===== src/rtl/ksne_pkg.sv =====
package ksne_pkg;

  // Keypad scanner phases.
  typedef enum logic [2:0] {
    PH_IDLE      = 3'd0,
    PH_SCAN      = 3'd1,
    PH_DECODE    = 3'd2,
    PH_DIGIT_REL = 3'd3,
    PH_DEBOUNCE  = 3'd4,
    PH_TERM_REL  = 3'd5
  } phase_t;

  localparam logic [3:0]  ALL_HIGH       = 4'hF;
  localparam logic [23:0] DEBOUNCE_RESET = 24'd500;
  localparam logic [7:0]  ASCII_ZERO     = 8'd48;
  localparam logic [7:0]  ASCII_NINE     = 8'd57;

  // Key legend, row-major: "123A" / "456B" / "789C" / "*0#=".
  localparam logic [7:0] KEY_MAP [16] = '{
    8'h31, 8'h32, 8'h33, 8'h41,
    8'h34, 8'h35, 8'h36, 8'h42,
    8'h37, 8'h38, 8'h39, 8'h43,
    8'h2A, 8'h30, 8'h23, 8'h3D
  };

  function automatic logic [7:0] key_lookup(input logic [1:0] row, input logic [1:0] col);
    return KEY_MAP[{row, col}];
  endfunction

  function automatic logic is_digit(input logic [7:0] code);
    return (code >= ASCII_ZERO) && (code <= ASCII_NINE);
  endfunction

endpackage


===== src/rtl/keypad_scan_number_entry.sv =====
// A result beat appears in the cycle after its input beat is accepted.
// Throughput: one input beat per cycle, limited only by the single output
// register, which is reloaded in the same cycle its beat is taken.
// Reset (rst_n low, synchronous): phase idle, counters and accumulator zero,
// debounce_ticks back to 500, no result pending.
module keypad_scan_number_entry #(
  parameter int NUMBER_BITS = 32
) (
  input  logic        clk,
  input  logic        rst_n,
  // Column samples, one beat per keypad tick.
  input  logic        in_valid,
  output logic        in_ready,
  input  logic [3:0]  in_column_lines,
  // One result beat per input beat.
  output logic        out_valid,
  input  logic        out_ready,
  output logic [3:0]  out_row_drive,
  output logic        out_key_valid,
  output logic [7:0]  out_key_code,
  output logic        out_number_valid,
  output logic [31:0] out_number_value,
  // Debounce length register.
  input  logic        cfg_valid,
  output logic        cfg_ready,
  input  logic [23:0] cfg_debounce_ticks
);

  localparam int OUT_BITS = 32;
  // Wide enough for both the accumulator and the reported value.
  localparam int EXT_BITS = (NUMBER_BITS > OUT_BITS) ? NUMBER_BITS : OUT_BITS;

  // Scanner state. Every tick is one accepted input beat; the state moves
  // only on those beats, so output stalls simply freeze the scanner.
  ksne_pkg::phase_t         phase_r, phase_nxt;
  logic [1:0]               scan_row_r, scan_row_nxt;
  logic [1:0]               found_row_r, found_row_nxt;
  logic [NUMBER_BITS-1:0]   acc_r, acc_nxt;
  logic [23:0]              wait_r, wait_nxt;
  logic [23:0]              debounce_r;

  // Result register.
  logic                     out_valid_r;
  logic [3:0]               drive_r, drive_nxt;
  logic                     kvalid_r, kvalid_nxt;
  logic [7:0]               kcode_r, kcode_nxt;
  logic                     nvalid_r, nvalid_nxt;
  logic [31:0]              nvalue_r, nvalue_nxt;

  logic                     in_beat;
  logic                     pressed;
  logic                     col_hit;
  logic [1:0]               col_idx;
  logic [7:0]               key;
  logic                     key_is_digit;
  logic [NUMBER_BITS-1:0]   acc_digit;
  logic [EXT_BITS-1:0]      acc_ext;

  // A new beat is taken whenever the result register is empty or is being
  // drained in this same cycle.
  assign in_ready  = !out_valid_r || out_ready;
  assign in_beat   = in_valid && in_ready;
  assign cfg_ready = 1'b1;

  assign pressed = (in_column_lines != ksne_pkg::ALL_HIGH);

  // Lowest-numbered low column wins when several keys share the row.
  always_comb begin
    col_hit = 1'b1;
    col_idx = 2'd0;
    if (!in_column_lines[0]) begin
      col_idx = 2'd0;
    end else if (!in_column_lines[1]) begin
      col_idx = 2'd1;
    end else if (!in_column_lines[2]) begin
      col_idx = 2'd2;
    end else if (!in_column_lines[3]) begin
      col_idx = 2'd3;
    end else begin
      col_hit = 1'b0;
    end
  end

  assign key          = ksne_pkg::key_lookup(found_row_r, col_idx);
  assign key_is_digit = ksne_pkg::is_digit(key);

  // acc * 10 + digit as two shifted copies and an add; the sum naturally
  // wraps at the accumulator width.
  assign acc_digit = (acc_r << 3) + (acc_r << 1)
                   + NUMBER_BITS'(key[3:0]);
  assign acc_ext   = EXT_BITS'(acc_r);

  // Next-state logic.
  always_comb begin
    phase_nxt     = phase_r;
    scan_row_nxt  = scan_row_r;
    found_row_nxt = found_row_r;
    acc_nxt       = acc_r;
    wait_nxt      = wait_r;
    unique case (phase_r)
      ksne_pkg::PH_SCAN: begin
        if (pressed) begin
          found_row_nxt = scan_row_r;
          phase_nxt     = ksne_pkg::PH_DECODE;
        end else if (scan_row_r == 2'd3) begin
          // Key let go before any row answered.
          scan_row_nxt = 2'd0;
          phase_nxt    = ksne_pkg::PH_IDLE;
        end else begin
          scan_row_nxt = scan_row_r + 2'd1;
        end
      end
      ksne_pkg::PH_DECODE: begin
        if (!col_hit) begin
          phase_nxt = ksne_pkg::PH_IDLE;
        end else if (key_is_digit) begin
          acc_nxt   = acc_digit;
          phase_nxt = ksne_pkg::PH_DIGIT_REL;
        end else begin
          acc_nxt   = '0;
          phase_nxt = ksne_pkg::PH_TERM_REL;
        end
      end
      ksne_pkg::PH_DIGIT_REL: begin
        if (!pressed) begin
          if (debounce_r == 24'd0) begin
            phase_nxt = ksne_pkg::PH_IDLE;
          end else begin
            wait_nxt  = debounce_r;
            phase_nxt = ksne_pkg::PH_DEBOUNCE;
          end
        end
      end
      ksne_pkg::PH_DEBOUNCE: begin
        if (wait_r != 24'd0) begin
          wait_nxt = wait_r - 24'd1;
        end
        if ((wait_r == 24'd0) || (wait_r == 24'd1)) begin
          phase_nxt = ksne_pkg::PH_IDLE;
        end
      end
      ksne_pkg::PH_TERM_REL: begin
        if (!pressed) begin
          phase_nxt = ksne_pkg::PH_IDLE;
        end
      end
      default: begin
        // Idle, and any unused phase code behaves like idle.
        phase_nxt = ksne_pkg::PH_IDLE;
        if (pressed) begin
          scan_row_nxt = 2'd0;
          phase_nxt    = ksne_pkg::PH_SCAN;
        end
      end
    endcase
  end

  // Result logic for the current beat.
  always_comb begin
    drive_nxt  = 4'h0;
    kvalid_nxt = 1'b0;
    kcode_nxt  = 8'h00;
    nvalid_nxt = 1'b0;
    nvalue_nxt = 32'h0;
    unique case (phase_r)
      ksne_pkg::PH_SCAN: begin
        // Ground only the row under test.
        drive_nxt = ksne_pkg::ALL_HIGH ^ (4'b0001 << scan_row_r);
      end
      ksne_pkg::PH_DECODE: begin
        if (col_hit) begin
          kvalid_nxt = 1'b1;
          kcode_nxt  = key;
          if (!key_is_digit) begin
            nvalid_nxt = 1'b1;
            nvalue_nxt = acc_ext[OUT_BITS-1:0];
          end
        end
      end
      default: begin
        drive_nxt = 4'h0;
      end
    endcase
  end

  // Scanner state and debounce register.
  always_ff @(posedge clk) begin
    if (!rst_n) begin
      phase_r     <= ksne_pkg::PH_IDLE;
      scan_row_r  <= 2'd0;
      found_row_r <= 2'd0;
      acc_r       <= '0;
      wait_r      <= 24'd0;
      debounce_r  <= ksne_pkg::DEBOUNCE_RESET;
    end else begin
      if (in_beat) begin
        phase_r     <= phase_nxt;
        scan_row_r  <= scan_row_nxt;
        found_row_r <= found_row_nxt;
        acc_r       <= acc_nxt;
        wait_r      <= wait_nxt;
      end
      if (cfg_valid && cfg_ready) begin
        debounce_r <= cfg_debounce_ticks;
      end
    end
  end

  // Output valid flag.
  always_ff @(posedge clk) begin
    if (!rst_n) begin
      out_valid_r <= 1'b0;
    end else if (in_beat) begin
      out_valid_r <= 1'b1;
    end else if (out_ready) begin
      out_valid_r <= 1'b0;
    end
  end

  // Output payload, loaded with each accepted beat and held otherwise.
  always_ff @(posedge clk) begin
    if (in_beat) begin
      drive_r  <= drive_nxt;
      kvalid_r <= kvalid_nxt;
      kcode_r  <= kcode_nxt;
      nvalid_r <= nvalid_nxt;
      nvalue_r <= nvalue_nxt;
    end
  end

  assign out_valid        = out_valid_r;
  assign out_row_drive    = drive_r;
  assign out_key_valid    = kvalid_r;
  assign out_key_code     = kcode_r;
  assign out_number_valid = nvalid_r;
  assign out_number_value = nvalue_r;

endmodule


===== config.mk =====
export PLATFORM = sky130hd
export DESIGN_NAME = keypad_scan_number_entry
export DESIGN_NICKNAME = d
export VERILOG_FILES = /design/src/rtl/ksne_pkg.sv /design/src/rtl/keypad_scan_number_entry.sv
export SDC_FILE = /design/constraint.sdc
export NUM_CORES = 1
export LEC_CHECK = 0
export BUFFER_PORTS_ARGS = -buffer_cell sky130_fd_sc_hd__buf_2
export CAP_MARGIN = 30
export CORE_MARGIN = 1.5
export CORE_UTILIZATION = 54
export CTS_CLUSTER_DIAMETER = 80
export DETAILED_ROUTE_END_ITERATION = 16
export PLACE_DENSITY = 0.74
export SLEW_MARGIN = 20
export SYNTH_ARGS = -nofsm -noshare
export SYNTH_HDL_FRONTEND = slang
export SYNTH_SLANG_ARGS = --single-unit

===== constraint.sdc =====
create_clock -name clk -period 3.7 [get_ports clk]
set_input_delay 0.185 -clock clk [delete_from_list [all_inputs] [get_ports clk]]
set_output_delay 0.185 -clock clk [all_outputs]
set_load 0.1 [all_outputs]

# Yosys cells after proc, flatten, opt, wreduce, memory -nomap -nowiden
# Memory sizes are Yosys's and may differ from the RTL's.
# Cells that the tools add are included.
[totals] reg_bits=134 latchBits=0 ramBits=0 romBits=128 inputBits=33 output_inout_bits=49 word_cells=93 n_memories=1
[memory_table] name="(name not given)" words=16 word_bits=8 read_ports=1 rd_ports_with_merged_regs=0 write_ports=0 line="ksne_pkg.sv:27" rtl="return KEY_MAP[{row, col}];"
[op_classes] n_addsub=4 mul=0 div=0 magnitude_cmp=3 eq_ne=15 n_shift=1 mux=33 bitwise=5 reduce_logical=19
[ops] cell="2-to-1 mux 24 bit" count=3
[ops] cell="logical NOT 24 bit" count=2
[ops] cell="one-hot mux 24 bit (2 select lines)" count=1
[ops] cell="adder 32 bit" count=1
[ops] cell="adder 32 x 4 -> 32 bit" count=1
[ops] cell="2-to-1 mux 32 bit" count=1
[ops] cell="equality test 24 x 1 -> 1 bit, second input constant" count=1
[ops] cell="2-to-1 mux 3 bit" count=8
[ops] cell="nonzero test 24 bit" count=1
[ops] cell="subtractor 24 x 1 -> 24 bit, second input constant" count=1
[ops] cell="2-to-1 mux 8 bit" count=2
[ops] cell="one-hot mux 3 bit (5 select lines)" count=1
[ops] cell="2-to-1 mux 2 bit" count=7
[ops] cell="!= test 2 bit, second input constant" count=6
[ops] cell="AND reduction 5 bit" count=2
[ops] cell="2-to-1 mux 1 bit" count=9
[ops] cell="greater-or-equal comparator 8 x 6 -> 1 bit, second input constant" count=1
[ops] cell="<= comparator 8 x 6 -> 1 bit, second input constant" count=1
[ops] cell="equality test 3 x 2 -> 1 bit, second input constant" count=2
[ops] cell="equality test 3 bit, second input constant" count=2
[ops] cell="AND reduction 3 bit" count=2
[ops] cell="nonzero test 2 bit" count=3
[ops] cell="greater-or-equal comparator 5 bit, second input constant" count=1
[ops] cell="inverter 4 -> 5 bit" count=1
[ops] cell="other kinds (16)" count=20

# Longest topological paths before layout
[logic_depth] word_depth=13 ltp_mapped=18 mapped_depth_nobuf=18

# Worst setup path before layout
# Ideal clock, no wire load.
[synth_timing] kind="register to register" from="register out_valid_r, in the netlist out_valid" to="register wait_r[16]" setup_time_ps=115 arrival_time_ps=4283 required_ps=3585 path_slack_ps=-698 path_stages_with_launch=10 n_path_buf=2 period_less_slack_ps=4398 cell_sequence="dfxtp_1 > nand2b_1 > and2_1 > clkbuf_1 > o21ai_0 > a21o_2 > buf_4 > o21ai_0 > o21ai_0 > and2_1"
[synth_between] elab_chain_cells=4
[synth_rtl] item="start: declaration" line="keypad_scan_number_entry.sv:43" rtl="logic out_valid_r;"
[synth_rtl] item="start signal: assignment" line="keypad_scan_number_entry.sv:212" rtl="out_valid_r <= 1'b0;"
[synth_rtl] item="start signal: assignment" line="keypad_scan_number_entry.sv:214" rtl="out_valid_r <= 1'b1;"
[synth_rtl] item="start signal: assignment" line="keypad_scan_number_entry.sv:216" rtl="out_valid_r <= 1'b0;"
[synth_rtl] item="logical NOT 1 bit" line="keypad_scan_number_entry.sv:61" rtl="assign in_ready = !out_valid_r || out_ready;"
[synth_rtl] item="logical OR 1 bit" line="keypad_scan_number_entry.sv:61"
[synth_rtl] item="via in_ready" line="keypad_scan_number_entry.sv:13" rtl="output logic in_ready,"
[synth_rtl] item="logical AND 1 bit" line="keypad_scan_number_entry.sv:62" rtl="assign in_beat = in_valid && in_ready;"
[synth_rtl] item="via in_beat" line="keypad_scan_number_entry.sv:50" rtl="logic in_beat;"
[synth_rtl] item="AND reduction 5 bit (no line)"
[synth_rtl] item="end signal: assignment" line="keypad_scan_number_entry.sv:201" rtl="wait_r <= wait_nxt;"
[synth_rtl] item="end: declaration" line="keypad_scan_number_entry.sv:39" rtl="logic [23:0] wait_r, wait_nxt;"
# The timed path passes the listed nets, and every way through them passes these cells.
# A chain may end at the register's enable or synchronous reset.

# Worst setup path in the final report
[layout_timing] from="input in_column_lines[3]" to="register acc_r[30], in the netlist acc_ext[30]"
[layout_between] elab_chain_cells=11 elab_cells_between_ends=18 cone_classes="1 x add/sub; 2 x order compare; 11 x mux; 1 x bitwise; 2 x reduce/logical; 1 x memory"
[layout_rtl] item="start: declaration" line="keypad_scan_number_entry.sv:14" rtl="input logic [3:0] in_column_lines,"
[layout_rtl] item="2-to-1 mux 2 bit *" line="keypad_scan_number_entry.sv:77" rtl="end else if (!in_column_lines[3]) begin"
[layout_rtl] item="2-to-1 mux 2 bit *" line="keypad_scan_number_entry.sv:75" rtl="end else if (!in_column_lines[2]) begin"
[layout_rtl] item="2-to-1 mux 2 bit *" line="keypad_scan_number_entry.sv:73" rtl="end else if (!in_column_lines[1]) begin"
[layout_rtl] item="2-to-1 mux 2 bit *" line="keypad_scan_number_entry.sv:71" rtl="if (!in_column_lines[0]) begin"
[layout_rtl] item="inverter 4 -> 5 bit (not written as such) *" line="ksne_pkg.sv:27"
[layout_rtl] item="memory read (16 x 8 bit) *"
[layout_rtl] item="2-to-1 mux 8 bit (not written as such) * (2 in a row)" line="ksne_pkg.sv:27"
[layout_rtl] item="via key[3]" line="keypad_scan_number_entry.sv:54" rtl="logic [7:0] key;"
[layout_rtl] item="branches (longest 2 deep; another with adder 32 x 4 -> 32 bit)"
[layout_rtl] item="2-to-1 mux 32 bit *" line="keypad_scan_number_entry.sv:116" rtl="end else if (key_is_digit) begin"
[layout_rtl] item="end signal: assignment" line="keypad_scan_number_entry.sv:200" rtl="acc_r <= acc_nxt;"
[layout_rtl] item="end: declaration" line="keypad_scan_number_entry.sv:38" rtl="logic [NUMBER_BITS-1:0] acc_r, acc_nxt;"
# Mark *: on every way through the listed nets, which the timed path passes. The select of a mux whose other input is x is not followed.

==> flow_metrics.env <==
export IMPL_status="finished clean"
export IMPL_intPower_mw=2.67
export IMPL_drc=0
export IMPL_p_comb_share_pct=14.2
export IMPL_leakagePower_nw=3.98
export IMPL_layout_commonest_cell="dfxtp_1"
export IMPL_clock_skew_ns=0.00599
export IMPL_swShare_pct=27.6
export IMPL_seq_area_frac_synth_pct=39.9
export IMPL_hold_path_class="in2reg"
export IMPL_vias=6367
export IMPL_pwr_share_seq_pct=43.2
export IMPL_cts_tree="done"
export IMPL_start_kind="input pin"
export IMPL_power_density_mw_per_mm2=407
export IMPL_first_global_vias=6148
export IMPL_gp_congestion=0.884
export IMPL_syn_instance_count=859
export IMPL_ios=82
export IMPL_path_clk_slew_ns=0.05
export IMPL_maxSlewHeadroom_pct=49.7
export IMPL_synth_seq_cells=133
export IMPL_row_count=43
export IMPL_drv_slew=0
export IMPL_syn_nets=966
export IMPL_hpwl_um=12400
export IMPL_htreeDepth=4
export IMPL_ys_warn_count=0
export IMPL_synth_area_leaders="dfxtp_1, edfxtp_1, ha_1, and2_1, a21oi_1"
export IMPL_wl_per_cell_um=15.2
export IMPL_synth_top_area_share_pct=22.6
export IMPL_grt_max_degree=73
export IMPL_drive_gt1_share_pct=15.8
export IMPL_core_mm2=0.0140
export IMPL_synthToLayoutAreaGrowth_pct=16.3
export IMPL_async_flop_share_pct=0
export IMPL_drv_cap=0
export IMPL_synth_edff_count=45
export IMPL_numCtsBuffers=17
export IMPL_cts_sinks=133
export IMPL_worst_ir_drop_vdd_mv=0.318
export IMPL_fin_setup_tns_ns=0
export IMPL_period_share_pct=92.3
export IMPL_cp_end_kind="register"
export IMPL_cts_max_path_buffers=2
export IMPL_avgSynthCellArea_um2=9.08
export IMPL_clk_latency_ns=0.42
export IMPL_maxClockFrequency_mhz=293
export IMPL_grt_first_pass_wirelength_um=29100
export IMPL_die_y_um=123
export IMPL_yosysTopAreaCell="dfxtp_1"
export IMPL_crit_type="in2reg"
export IMPL_final_cell_mix="dfxtp_1, buf_2, nand2_1"
export IMPL_firstDrtPassIters=4
export IMPL_multi_input_area_mm2=0.00445
export IMPL_p_sw_mw=1.02
export IMPL_setup_viol=0
export IMPL_grt_ovfl_total=0
export IMPL_sequential_cell_area_mm2=0.00311
export IMPL_rsz0062_at_grt="false"
export IMPL_hold_violations=0
export IMPL_wl_um=17300
export IMPL_grt_total_usage_pct=24.4
export IMPL_ant_nets=0
export IMPL_start_util_pct=55.8
export IMPL_clock_power_share_pct=42.6
export IMPL_synth_distinct_cells=63
export IMPL_cts_root_buf="clkbuf_16"
export IMPL_nets=1054
export IMPL_crit_arrival_ns=3.69
export IMPL_port_buffers=79
export IMPL_die_area_mm2=0.0152
export IMPL_viasPerCell=5.59
export IMPL_drtIter0Drc=415
export IMPL_worstMarginPinSlew_ns=0.754
export IMPL_antenna_found_initial=1
export IMPL_fillers=1165
export IMPL_synth_area_mm2=0.00780
export IMPL_worst_ep_required_time_ns=3.98
export IMPL_final_cell_count_no_fill=1139
export IMPL_die_x_um=123
export IMPL_fin_crit_ns=3.41
export IMPL_cp_max_fo=3
export IMPL_place_inst=1101
export IMPL_ys_flop_type="dfxtp_1"
-- area by class of cell --
type                       count  area share (%)
clock buffer                  27            5.89
timing repair buffer         110            7.17
clock inverter                 3           0.193
multi-input combinational    663            49.0
inverter                      22           0.910
tap                          180            2.48
antenna                        1          0.0276
sequential                   133            34.3
-- power by group through the flow --
stage          Combinational (mW)  Sequential, mW  Clock, mW
2_1_floorplan               0.239            1.80          0
3_3_place_gp                0.509            1.62          0
3_5_place_dp                0.514            1.62          0
4_1_cts                     0.521            1.59       1.59
5_1_grt                     0.562            1.60       1.67
6_report                    0.523            1.59       1.57
-- registers in the layout (all words and copies together), names as in the netlist --
name / count
out_key_valid: 1
scan_row_r: 2
found_row_r: 2
acc_ext: 32
wait_r: 24
debounce_r: 24
phase_r: 3
out_number_value: 32
out_valid: 1
out_row_drive: 4
out_key_code: 7
out_number_valid: 1
-- Yosys cell counts, drive strengths merged (6+ instances only) --
master,number
and2,53
a21o,13
nor2,73
o21ai,73
buf,11
a31oi,13
dfxtp,88
xnor2,17
ha,72
mux2i,26
inv,22
a21boi,22
edfxtp,45
nand3,27
clkbuf,30
nor3,12
nor2b,23
xor2,12
o21a,9
nor4,14
or3,6
nand2b,8
nand2,75
a21oi,63
-- kinds of logic after synthesis --
family	share of synthesized area (%)
and+or+nand+nor	19.6
AOI/OAI and AO/OA	18.1
DFF	39.9
adders and majority gates	12.1
buffers and inverters	3.43
xor gates and xnor gates	3.26
muxes	3.62
other	0.0963
-- repair_timing --
action | 4_1_cts | 5_1_grt
resized for setup | 0 | 6
endpoints found under the setup margin | 0 | 18
buffers inserted | 0 | 1
endpoints found under the hold margin | 6 | 0
hold buffers | 6 | 0
-- worst max-delay path, cell delays in order --
cell and delay, ns:
buf_2 0.10, nand2b_1 0.15, a21boi_1 0.21, ha_1 0.27
nand2b_1 0.10, nand2_1 0.09, a21oi_2 0.17, fa_1 0.48
fa_1 0.50, a211oi_2 0.28, nor2_1 0.07, o211ai_1 0.20
nand4_1 0.15, and2_1 0.22, a211oi_1 0.28, xor2_1 0.16
o21ai_0 0.08
-- routing by layer --
metal	global-route usage [%]	vias to the layer above	routed length (um)
li1	-	3250	-
met1	31.8	2978	8070
met2	40.6	115	8380
met3	4.61	24	585
met4	8.91	0	288
met5	0	-	0
-- per-stage QoR --
| step | instance area, um2 | power, mW | utilization, % | hold slack, ns | setup slack (ns) |
|---|---|---|---|---|---|
| CTS | 9040 | 3.70 | 64.6 | 0.00935 | 0.0651 |
| global route | 9070 | 3.83 | 64.8 | 0.0154 | 0.0168 |
| finish | 9070 | 3.69 | 64.8 | 0.0113 | 0.286 |
| floorplan | 7800 | 2.04 | - | 0.314 | 0.0725 |
| global placement | 8420 | 2.13 | 60.2 | 0.403 | -0.331 |
| detailed placement | 8430 | 2.14 | 60.3 | 0.407 | -0.391 |
-- worst paths after layout --
path,start,to,slack [ns],cells after the start
max,in_column_lines[3],acc_ext[30],0.29,17
min,in_valid,out_valid,0.01,3
max reg2reg,found_row_r[0],acc_ext[30],0.30,13
min reg2reg,acc_ext[31],acc_ext[31],0.44,2
Note: power is estimated with default switching activity, not from simulation.
